==> src/hw/rtl/stall_detect_homing_defines.svh <==
// assertion macros used by the stall detector top level
`ifndef STALL_DETECT_HOMING_DEFINES_SVH
`define STALL_DETECT_HOMING_DEFINES_SVH

// same-cycle implication, checked outside reset
`define SDH_ASSERT_IMPL(label, clk, rstn, ante, cons) \
    label: assert property (@(posedge clk) disable iff (!(rstn)) (ante) |-> (cons)) \
        else $error("sdh same-cycle check failed");

// next-cycle implication, checked outside reset
`define SDH_ASSERT_NEXT(label, clk, rstn, ante, cons) \
    label: assert property (@(posedge clk) disable iff (!(rstn)) (ante) |=> (cons)) \
        else $error("sdh next-cycle check failed");

`endif

==> src/hw/rtl/sdh_pkg.sv <==
// types, codes and constants of the stall detector
`default_nettype none
package sdh_pkg;

    // request selector codes
    localparam logic [1:0] FUNC_START = 2'd0;
    localparam logic [1:0] FUNC_TICK  = 2'd1;
    localparam logic [1:0] FUNC_CLEAR = 2'd2;

    // configuration register indexes
    localparam logic [2:0] REG_IGNORE_WINDOW   = 3'd0;
    localparam logic [2:0] REG_POLL_INTERVAL   = 3'd1;
    localparam logic [2:0] REG_BASELINE_WINDOW = 3'd2;
    localparam logic [2:0] REG_KEEP_FRACTION   = 3'd3;
    localparam logic [2:0] REG_ABS_THRESHOLD   = 3'd4;
    localparam logic [2:0] REG_MIN_STALL_STEPS = 3'd5;

    localparam logic [8:0]  KEEP_RESET     = 9'd128;
    localparam logic [15:0] SAMPLES_NEEDED = 16'd5;
    localparam logic [15:0] EARLY_FOLLOW   = 16'd3;
    localparam logic [15:0] COUNT_MAX      = 16'hFFFF;
    localparam int          DIV_STEPS      = 16;
    localparam int          DIV_CNT_W      = $clog2(DIV_STEPS);

    typedef struct packed {
        logic [1:0]         func;
        logic [31:0]        now_ms;
        logic [9:0]         load_raw;
        logic signed [31:0] position_steps;
    } in_item_t;

    typedef struct packed {
        logic        stall_res;
        logic        homing_active;
        logic        homing_done;
        logic [15:0] baseline_level;
        logic [15:0] average_level;
    } out_item_t;

    typedef struct packed {
        logic [15:0] ignore_window_ms;
        logic [15:0] poll_interval_ms;
        logic [15:0] baseline_window_ms;
        logic [8:0]  keep_fraction;
        logic [9:0]  absolute_threshold;
        logic [23:0] min_stall_steps;
    } cfg_t;

    typedef enum logic [3:0] {
        ST_IDLE,
        ST_EXEC,
        ST_MUL,
        ST_DINIT,
        ST_DIV,
        ST_DEND,
        ST_THR,
        ST_JUDGE,
        ST_RESULT
    } state_t;

    typedef struct packed {
        logic capture;
        logic exec;
        logic mul;
        logic div_init;
        logic div_step;
        logic div_end;
        logic thr;
        logic judge;
        logic out_load;
    } ctrl_cmd_t;

    typedef struct packed {
        logic tick_go;      // tick request while homing is active
        logic base_sample;  // new sample lands inside the baseline window
    } dp_status_t;

endpackage
`default_nettype wire

==> src/hw/rtl/stall_detect_homing.sv <==
// top level of the sensorless-homing stall detector
//
//  channel | ports                                | moves
//  --------+--------------------------------------+-------------------------------
//  input   | s_valid s_ready s_data               | start, tick or clear request
//  result  | m_valid m_ready m_data               | stall flag, homing flags, levels
//  config  | cfg_valid cfg_ready cfg_index cfg_data| one register write per request
//
// one request at a time; a result sits in the output register while the next
// request is taken in
// start, clear and ignored ticks pass from the execute state to the result state
// a tick without a baseline sample goes through threshold and judge; one with
// a sample runs the multiply and the 16-step restoring divider for the running mean
// synchronous active-low reset clears all homing state; keep_fraction resets to 128
// a stalled result holds the last step of the sequencer until the register frees
`default_nettype none
`include "stall_detect_homing_defines.svh"
module stall_detect_homing
    import sdh_pkg::*;
(
    input  wire logic        aclk,
    input  wire logic        aresetn,
    // request channel
    input  wire logic        s_valid,
    output logic             s_ready,
    input  wire in_item_t    s_data,
    // result channel
    output logic             m_valid,
    input  wire logic        m_ready,
    output out_item_t        m_data,
    // configuration writes
    input  wire logic        cfg_valid,
    output logic             cfg_ready,
    input  wire logic [2:0]  cfg_index,
    input  wire logic [23:0] cfg_data
);

    cfg_t       cfg;
    ctrl_cmd_t  cmd;
    dp_status_t status;
    out_item_t  result;

    // output register
    logic      m_valid_reg, m_valid_next;
    out_item_t m_data_reg;
    logic      out_free;

    // the register can take a result when empty or being drained this cycle
    assign out_free = !m_valid_reg || m_ready;
    assign m_valid  = m_valid_reg;
    assign m_data   = m_data_reg;

    sdh_cfg_regs u_cfg (
        .aclk      (aclk),
        .aresetn   (aresetn),
        .cfg_valid (cfg_valid),
        .cfg_ready (cfg_ready),
        .cfg_index (cfg_index),
        .cfg_data  (cfg_data),
        .cfg       (cfg)
    );

    // sequencer: capture, execute; ticks: optional mean update, threshold, judge
    sdh_ctrl u_ctrl (
        .aclk     (aclk),
        .aresetn  (aresetn),
        .s_valid  (s_valid),
        .s_ready  (s_ready),
        .out_free (out_free),
        .status   (status),
        .cmd      (cmd)
    );

    sdh_datapath u_dp (
        .aclk    (aclk),
        .aresetn (aresetn),
        .in_item (s_data),
        .cfg     (cfg),
        .cmd     (cmd),
        .status  (status),
        .result  (result)
    );

    always_comb begin
        m_valid_next = m_valid_reg;
        if (cmd.out_load) begin
            m_valid_next = 1'b1;
        end else if (m_ready) begin
            m_valid_next = 1'b0;
        end
    end

    always_ff @(posedge aclk) begin
        if (!aresetn) begin
            m_valid_reg <= 1'b0;
        end else begin
            m_valid_reg <= m_valid_next;
        end
    end

    // result payload, no reset needed
    always_ff @(posedge aclk) begin
        if (cmd.out_load) m_data_reg <= result;
    end

    // a stall always ends homing
    `SDH_ASSERT_IMPL(a_stall_ends_homing, aclk, aresetn,
        m_valid && m_data.stall_res, m_data.homing_done && !m_data.homing_active)
    // homing cannot be both running and finished
    `SDH_ASSERT_IMPL(a_flags_exclusive, aclk, aresetn,
        1'b1, !(result.homing_active && result.homing_done))
    // an accepted request keeps the input closed while it is worked on
    `SDH_ASSERT_NEXT(a_busy_after_accept, aclk, aresetn,
        s_valid && s_ready, !s_ready)
    // a result is never loaded over one that has not been taken
    `SDH_ASSERT_IMPL(a_no_overwrite, aclk, aresetn,
        cmd.out_load, !m_valid_reg || m_ready)

endmodule
`default_nettype wire

==> src/hw/rtl/sdh_cfg_regs.sv <==
// configuration register file of the stall detector
`default_nettype none
module sdh_cfg_regs
    import sdh_pkg::*;
(
    input  wire logic        aclk,
    input  wire logic        aresetn,
    input  wire logic        cfg_valid,
    output logic             cfg_ready,
    input  wire logic [2:0]  cfg_index,
    input  wire logic [23:0] cfg_data,
    output cfg_t             cfg
);

    cfg_t cfg_reg;
    cfg_t cfg_next;

    assign cfg_ready = 1'b1;
    assign cfg       = cfg_reg;

    always_comb begin
        cfg_next = cfg_reg;
        if (cfg_valid) begin
            unique case (cfg_index)
                REG_IGNORE_WINDOW:   cfg_next.ignore_window_ms   = cfg_data[15:0];
                REG_POLL_INTERVAL:   cfg_next.poll_interval_ms   = cfg_data[15:0];
                REG_BASELINE_WINDOW: cfg_next.baseline_window_ms = cfg_data[15:0];
                REG_KEEP_FRACTION:   cfg_next.keep_fraction      = cfg_data[8:0];
                REG_ABS_THRESHOLD:   cfg_next.absolute_threshold = cfg_data[9:0];
                REG_MIN_STALL_STEPS: cfg_next.min_stall_steps    = cfg_data;
                default:             cfg_next = cfg_reg;
            endcase
        end
    end

    always_ff @(posedge aclk) begin
        if (!aresetn) begin
            cfg_reg <= '{keep_fraction: KEEP_RESET, default: '0};
        end else begin
            cfg_reg <= cfg_next;
        end
    end

endmodule
`default_nettype wire

==> src/hw/rtl/sdh_ctrl.sv <==
// sequencing state machine of the stall detector
`default_nettype none
module sdh_ctrl
    import sdh_pkg::*;
(
    input  wire logic       aclk,
    input  wire logic       aresetn,
    input  wire logic       s_valid,
    output logic            s_ready,
    input  wire logic       out_free,
    input  wire dp_status_t status,
    output ctrl_cmd_t       cmd
);

    state_t               state_reg, state_next;
    logic [DIV_CNT_W-1:0] div_cnt_reg, div_cnt_next;
    logic                 div_last;

    assign div_last = (div_cnt_reg == DIV_CNT_W'(DIV_STEPS - 1));

    // next state
    always_comb begin
        state_next = state_reg;
        unique case (state_reg)
            ST_IDLE:   if (s_valid) state_next = ST_EXEC;
            ST_EXEC: begin
                if (!status.tick_go) begin
                    state_next = ST_RESULT;
                end else if (status.base_sample) begin
                    state_next = ST_MUL;
                end else begin
                    state_next = ST_THR;
                end
            end
            ST_MUL:    state_next = ST_DINIT;
            ST_DINIT:  state_next = ST_DIV;
            ST_DIV:    if (div_last) state_next = ST_DEND;
            ST_DEND:   state_next = ST_THR;
            ST_THR:    state_next = ST_JUDGE;
            ST_JUDGE:  state_next = ST_RESULT;
            ST_RESULT: if (out_free) state_next = ST_IDLE;
            default:   state_next = ST_IDLE;
        endcase
    end

    // outputs
    always_comb begin
        cmd          = '0;
        s_ready      = 1'b0;
        div_cnt_next = div_cnt_reg;
        unique case (state_reg)
            ST_IDLE: begin
                s_ready     = 1'b1;
                cmd.capture = s_valid;
            end
            ST_EXEC:   cmd.exec = 1'b1;
            ST_MUL:    cmd.mul = 1'b1;
            ST_DINIT: begin
                cmd.div_init = 1'b1;
                div_cnt_next = '0;
            end
            ST_DIV: begin
                cmd.div_step = 1'b1;
                div_cnt_next = div_cnt_reg + 1'b1;
            end
            ST_DEND:   cmd.div_end = 1'b1;
            ST_THR:    cmd.thr = 1'b1;
            ST_JUDGE:  cmd.judge = 1'b1;
            ST_RESULT: cmd.out_load = out_free;
            default:   cmd = '0;
        endcase
    end

    always_ff @(posedge aclk) begin
        if (!aresetn) begin
            state_reg   <= ST_IDLE;
            div_cnt_reg <= '0;
        end else begin
            state_reg   <= state_next;
            div_cnt_reg <= div_cnt_next;
        end
    end

endmodule
`default_nettype wire

==> src/hw/rtl/sdh_datapath.sv <==
// homing state, filters, serial divider and stall test
`default_nettype none
module sdh_datapath
    import sdh_pkg::*;
(
    input  wire logic      aclk,
    input  wire logic      aresetn,
    input  wire in_item_t  in_item,
    input  wire cfg_t      cfg,
    input  wire ctrl_cmd_t cmd,
    output dp_status_t     status,
    output out_item_t      result
);

    // captured request
    in_item_t item_reg;

    // homing state
    logic        active_reg, done_reg, stall_reg;
    logic [31:0] phase_start_reg, last_poll_reg, start_pos_reg;
    logic [15:0] count_reg, baseline_reg, average_reg;

    // work registers
    logic [31:0] prod_reg;
    logic [15:0] rem_reg, quo_reg;
    logic [16:0] thr_reg;
    logic [32:0] travel_reg;

    logic [31:0] since, poll_gap, sum;
    logic        poll_ok, in_base, window_over;
    logic [15:0] sample_word, count_inc;
    logic [18:0] ema_sum;
    logic [16:0] trial;
    logic        trial_ge;
    logic [24:0] scaled_full;
    logic [16:0] scaled, floor_lvl;
    logic [32:0] diff;

    assign since       = item_reg.now_ms - phase_start_reg;
    assign poll_gap    = item_reg.now_ms - last_poll_reg;
    assign poll_ok     = poll_gap >= {16'd0, cfg.poll_interval_ms};
    assign in_base     = since <= {16'd0, cfg.baseline_window_ms};
    assign window_over = since > {16'd0, cfg.ignore_window_ms};
    assign sample_word = {item_reg.load_raw, 6'd0};
    assign count_inc   = (count_reg == COUNT_MAX) ? COUNT_MAX : count_reg + 16'd1;
    assign ema_sum     = 19'(3 * {3'd0, average_reg}) + {3'd0, sample_word};
    assign sum         = prod_reg + {16'd0, sample_word};

    // restoring division, one quotient bit per step
    assign trial    = {rem_reg, quo_reg[15]};
    assign trial_ge = trial >= {1'b0, count_reg};

    assign scaled_full = baseline_reg * cfg.keep_fraction;
    assign scaled      = scaled_full[24:8];
    assign floor_lvl   = {1'b0, cfg.absolute_threshold, 6'd0};
    assign diff        = {item_reg.position_steps[31], item_reg.position_steps}
                       - {start_pos_reg[31], start_pos_reg};

    assign status.tick_go     = (item_reg.func == FUNC_TICK) && active_reg;
    assign status.base_sample = poll_ok && in_base;

    assign result.stall_res      = stall_reg;
    assign result.homing_active  = active_reg;
    assign result.homing_done    = done_reg;
    assign result.baseline_level = baseline_reg;
    assign result.average_level  = average_reg;

    always_ff @(posedge aclk) begin
        if (cmd.capture) item_reg <= in_item;
        if (cmd.mul) prod_reg <= baseline_reg * (count_reg - 16'd1);
        if (cmd.div_init) begin
            rem_reg <= sum[31:16];
            quo_reg <= sum[15:0];
        end else if (cmd.div_step) begin
            rem_reg <= trial_ge ? 16'(trial - {1'b0, count_reg}) : trial[15:0];
            quo_reg <= {quo_reg[14:0], trial_ge};
        end
        if (cmd.thr) begin
            thr_reg    <= (scaled > floor_lvl) ? scaled : floor_lvl;
            travel_reg <= diff[32] ? 33'(-diff) : diff;
        end
    end

    always_ff @(posedge aclk) begin
        if (!aresetn) begin
            active_reg      <= 1'b0;
            done_reg        <= 1'b0;
            stall_reg       <= 1'b0;
            phase_start_reg <= '0;
            last_poll_reg   <= '0;
            start_pos_reg   <= '0;
            count_reg       <= '0;
            baseline_reg    <= '0;
            average_reg     <= '0;
        end else begin
            if (cmd.capture) stall_reg <= 1'b0;
            if (cmd.exec) begin
                case (item_reg.func)
                    FUNC_START: begin
                        if (!done_reg && !active_reg) begin
                            active_reg      <= 1'b1;
                            phase_start_reg <= item_reg.now_ms;
                            last_poll_reg   <= '0;
                            start_pos_reg   <= item_reg.position_steps;
                            count_reg       <= '0;
                            baseline_reg    <= '0;
                            average_reg     <= '0;
                        end
                    end
                    FUNC_TICK: begin
                        if (active_reg && poll_ok) begin
                            last_poll_reg <= item_reg.now_ms;
                            if (in_base) begin
                                count_reg <= count_inc;
                            end else begin
                                average_reg <= ema_sum[17:2];
                            end
                        end
                    end
                    FUNC_CLEAR: begin
                        active_reg      <= 1'b0;
                        done_reg        <= 1'b0;
                        phase_start_reg <= '0;
                        last_poll_reg   <= '0;
                        start_pos_reg   <= '0;
                        count_reg       <= '0;
                        baseline_reg    <= '0;
                        average_reg     <= '0;
                    end
                    default: ;
                endcase
            end
            if (cmd.div_end) begin
                baseline_reg <= quo_reg;
                if (count_reg < EARLY_FOLLOW) average_reg <= quo_reg;
            end
            if (cmd.judge && window_over && (count_reg > SAMPLES_NEEDED)
                    && ({1'b0, average_reg} <= thr_reg)
                    && (travel_reg >= {9'd0, cfg.min_stall_steps})) begin
                stall_reg  <= 1'b1;
                active_reg <= 1'b0;
                done_reg   <= 1'b1;
            end
        end
    end

endmodule
`default_nettype wire
==> config.mk <==
export PLATFORM = sky130hd
export DESIGN_NAME = stall_detect_homing
export DESIGN_NICKNAME = d
export VERILOG_FILES = /design/src/hw/rtl/sdh_pkg.sv /design/src/hw/rtl/stall_detect_homing.sv /design/src/hw/rtl/sdh_cfg_regs.sv /design/src/hw/rtl/sdh_ctrl.sv /design/src/hw/rtl/sdh_datapath.sv
export VERILOG_INCLUDE_DIRS = /design/src /design/src/hw/rtl
export SDC_FILE = /design/constraint.sdc
export NUM_CORES = 2
export LEC_CHECK = 0
export BUFFER_PORTS_ARGS = -buffer_cell sky130_fd_sc_hd__buf_2
export CORE_ASPECT_RATIO = 0.6
export CORE_UTILIZATION = 45
export CTS_BUF_LIST = sky130_fd_sc_hd__clkbuf_2 sky130_fd_sc_hd__clkbuf_4 sky130_fd_sc_hd__clkbuf_8
export CTS_CLUSTER_DIAMETER = 50
export DETAILED_ROUTE_END_ITERATION = 8
export PLACE_DENSITY = 0.68
export SLEW_MARGIN = 5
export SYNTH_ARGS = -nofsm -noshare
export SYNTH_HDL_FRONTEND = slang
export SYNTH_SLANG_ARGS = --single-unit
==> constraint.sdc <==
create_clock -name aclk -period 7.1 [get_ports aclk]
set_input_delay 1.42 -clock aclk [delete_from_list [all_inputs] [get_ports aclk]]
set_output_delay 1.42 -clock aclk [all_outputs]
set_load 0.02 [all_outputs]
==> impl_metrics.ini <==
[route]
dr_total_vias = 35800
drt-initial-drc-count = 3756
wl_um = 129000
antenna_left = 0
drc_errors = 0
wl_per_cell_um = 20.0
via_per_inst = 5.54
first_pass_iters = 9

[timing]
period_needed_ps = 7080
skew_ps = 46.4
tns_ps = 0
tightest_slew_ps = 1070
maxSlewHeadroom_pct = 28.7
slew_violations = 0
clock.fmax_mhz = 141
rsz0062_at_grt = true
hold_viol = 0
setup_viol = 0
period_share_pct = 99.8

[yosys]
synth_edf_count = 225
syn-instance-count = 4895
ys_warn_count = 0
synth.avg_cell_area_um2 = 8.85
ys_async_sr_fraction_pct = 0
synth_area_leaders = fa_1, edfxtp_1, dfxtp_1
synth_top_cell_by_area = fa_1
ys_ff_latch = 472
muxShareOfSynthArea_pct = 1.13
syn_nets = 5735
ys_types = 87
yosysSeqAreaShare_pct = 27.0
synthAdderAreaFrac_pct = 27.8
netlist.area_leader.share_pct = 17.7
synth-compound-area-share_pct = 13.6
syn-cell-area_um2 = 43300
synth_top_family_by_area = adder cells
synthFlopType = dfxtp_1
synth_xor_area_share_pct = 4.04
synthSimpleGateAreaFrac_pct = 18.3

[final_layout]
syn2layout_area_growth_pct = 13.1
finalNetCount = 5977
largest_reg_flops = 91
drive_above_1_share_pct = 12.6

[cts]
cts_tree = built
cts.sinks = 472
ctsHtreeMaxLevel = 3
clk_pin_slew_worst_paths_ps = 80
cts_buffers = 78
cts_max_path_buffers = 3
clock-root-buffer = clkbuf_8
clkLatencyLatePin_ps = 760

[flow_run]
cap_violations = 0

[worst_setup_path]
crit_arrival_ps = 7590
critPathMostFrequentCell = fa_1
path_max_fanout = 4
required_ps = 7610
crit_family = adder cells
critPathLaunch = u_dp.count_reg[7]
critPathCapture = u_dp.prod_reg[30]
slowest_delay_ps = 540
cp-start-kind = register
regToRegStartpoint = u_dp.count_reg[7]
cp.depth = 28
crit_buf_inv = 5
reg2reg_slack_ps = 20
rr_worst_depth = 28
critPathSlowestCell = fa_1
endpoint_kind = register
reg2reg_to = u_dp.prod_reg[30]
path_class = register to register

[die]
initial_core_util_pct = 45.8
die-width_um = 403
core-area_um2 = 94700
die_h_um = 242
fp.dieArea_um2 = 97600
io_pins = 146
fp-row-count = 87

[global_routing]
busiest_layer = met1
grtUsageMet2_pct = 32.2
grtUsageMet1_pct = 43.4
grt_max_degree = 226
grt_pass1_wl_um = 199000
grtUsageTotal_pct = 26.2
grt_pass1_vias = 33700
grt_overflow = 0
antenna_found_initial = 2
use_met3_pct = 7.87

[place]
dp_hpwl_um = 101000
port_buffers = 144
gp_congestion = 0.977

[power_and_ir_drop]
p_per_area_nw_per_um2 = 152
ir_drop_mv = 0.146
p_total_mw = 7.46
p_leak_nw = 20.9

[run_status]
status = completed

[worst_hold_path]
worstHoldPathType = register to register
## worst min path at each step
stage,slack (ps),end,cells after the start,startpoint
finish,450,u_dp.last_poll_reg[16],2,u_dp.last_poll_reg[16]
floorplan,410,m_data[16],0,u_dp.baseline_reg[0]
CTS,450,u_dp.last_poll_reg[15],2,u_dp.last_poll_reg[15]
global route,460,u_dp.last_poll_reg[22],2,u_dp.last_poll_reg[22]
detailed placement,420,m_data[34],0,u_dp.stall_reg
global placement,430,m_data[34],0,u_dp.stall_reg
## per-stage QoR
stage / hold slack [ps] / instance area (um^2) / std cells / setup slack [ps] / util [%]
after floorplan: 406 / 43400 / 4895 / -14.0 / -
after global placement: 433 / 46600 / 6284 / -398 / 49.2
after detailed placement: 419 / 46600 / 6284 / -388 / 49.2
after CTS: 449 / 48500 / 6431 / 0.955 / 51.2
after global routing: 462 / 49000 / 6448 / -235 / 51.7
final: 446 / 49000 / 6452 / 17.1 / 51.8
## logic make-up (layout without fill, tap and decap cells)
group | after synthesis | count (layout)
other | 1 | 6
DFF | 472 | 472
muxes | 47 | 47
adders and majority gates | 732 | 732
xor gates and xnor gates | 200 | 200
AOI/OAI and AO/OA | 887 | 887
buffers and inverters | 934 | 1240
and+or+nand+nor | 1622 | 1622
## timing repair
item	4_1_cts	5_1_grt
setup buffers	3	17
resized for setup	50	90
hold buffers	0	0
endpoints found under the setup margin	17	25
pin swaps	15	88
## worst min-delay path, cell delays in order (launching register included)
cell,delay (ps)
dfxtp_1,300
nand2_1,50
o21ai_1,50
## where the power goes
group | internal, mW | switching (mW) | total, mW
Sequential | 2.97 | 0.102 | 3.07
Combinational | 0.657 | 1.03 | 1.69
Clock | 1.44 | 1.27 | 2.71
Total | 5.06 | 2.41 | 7.46
## cell usage in the layout, fill, tap and decap left out, types with 94 or more instances in the layout
cell type	count
a21boi_0	179
a21oi_1	185
and2_1	183
buf_2	143
buf_4	207
dfxtp_1	224
edfxtp_1	225
fa_1	377
ha_1	340
inv_1	714
nand2_1	684
nand3_1	94
nor2_1	170
o21ai_0	124
xnor2_1	140
## synth_stat cells (26+ instances only)
cell type and count:
o21ai_1 38, mux2i_1 33, nor4_1 33, nand3b_1 69, nand2_1 693, o21a_1 44
and2_1 187, nand3_1 95, nand4_1 72, a31oi_1 26, inv_1 725, and3_1 30
nor3_1 88, a21o_1 63, xor2_1 49, dfxtp_1 247, nor2_1 175, o21ai_0 126
xnor2_1 151, clkbuf_1 193, nand2b_1 43, a21oi_1 199, fa_1 384, ha_1 348
edfxtp_1 225, nor2b_1 69, a21boi_0 179
## per-layer routing
metal	wire length (um)	share of wire [%]
met4	1680	1.3
met3	15300	12
met1	64900	50
met5	145	0.11
met2	47000	36
## cell type report
cell class	count	area, um^2
diodes	5	12.5
clock buffers	103	1310
clock inverters	41	370
fillers	8703	45700
inverters	727	2730
multi-input cells	3489	28700
flip-flops and latches	472	11700
well taps	1246	1560
repair buffers	369	2540
Note: power is estimated with default switching activity, not from simulation.
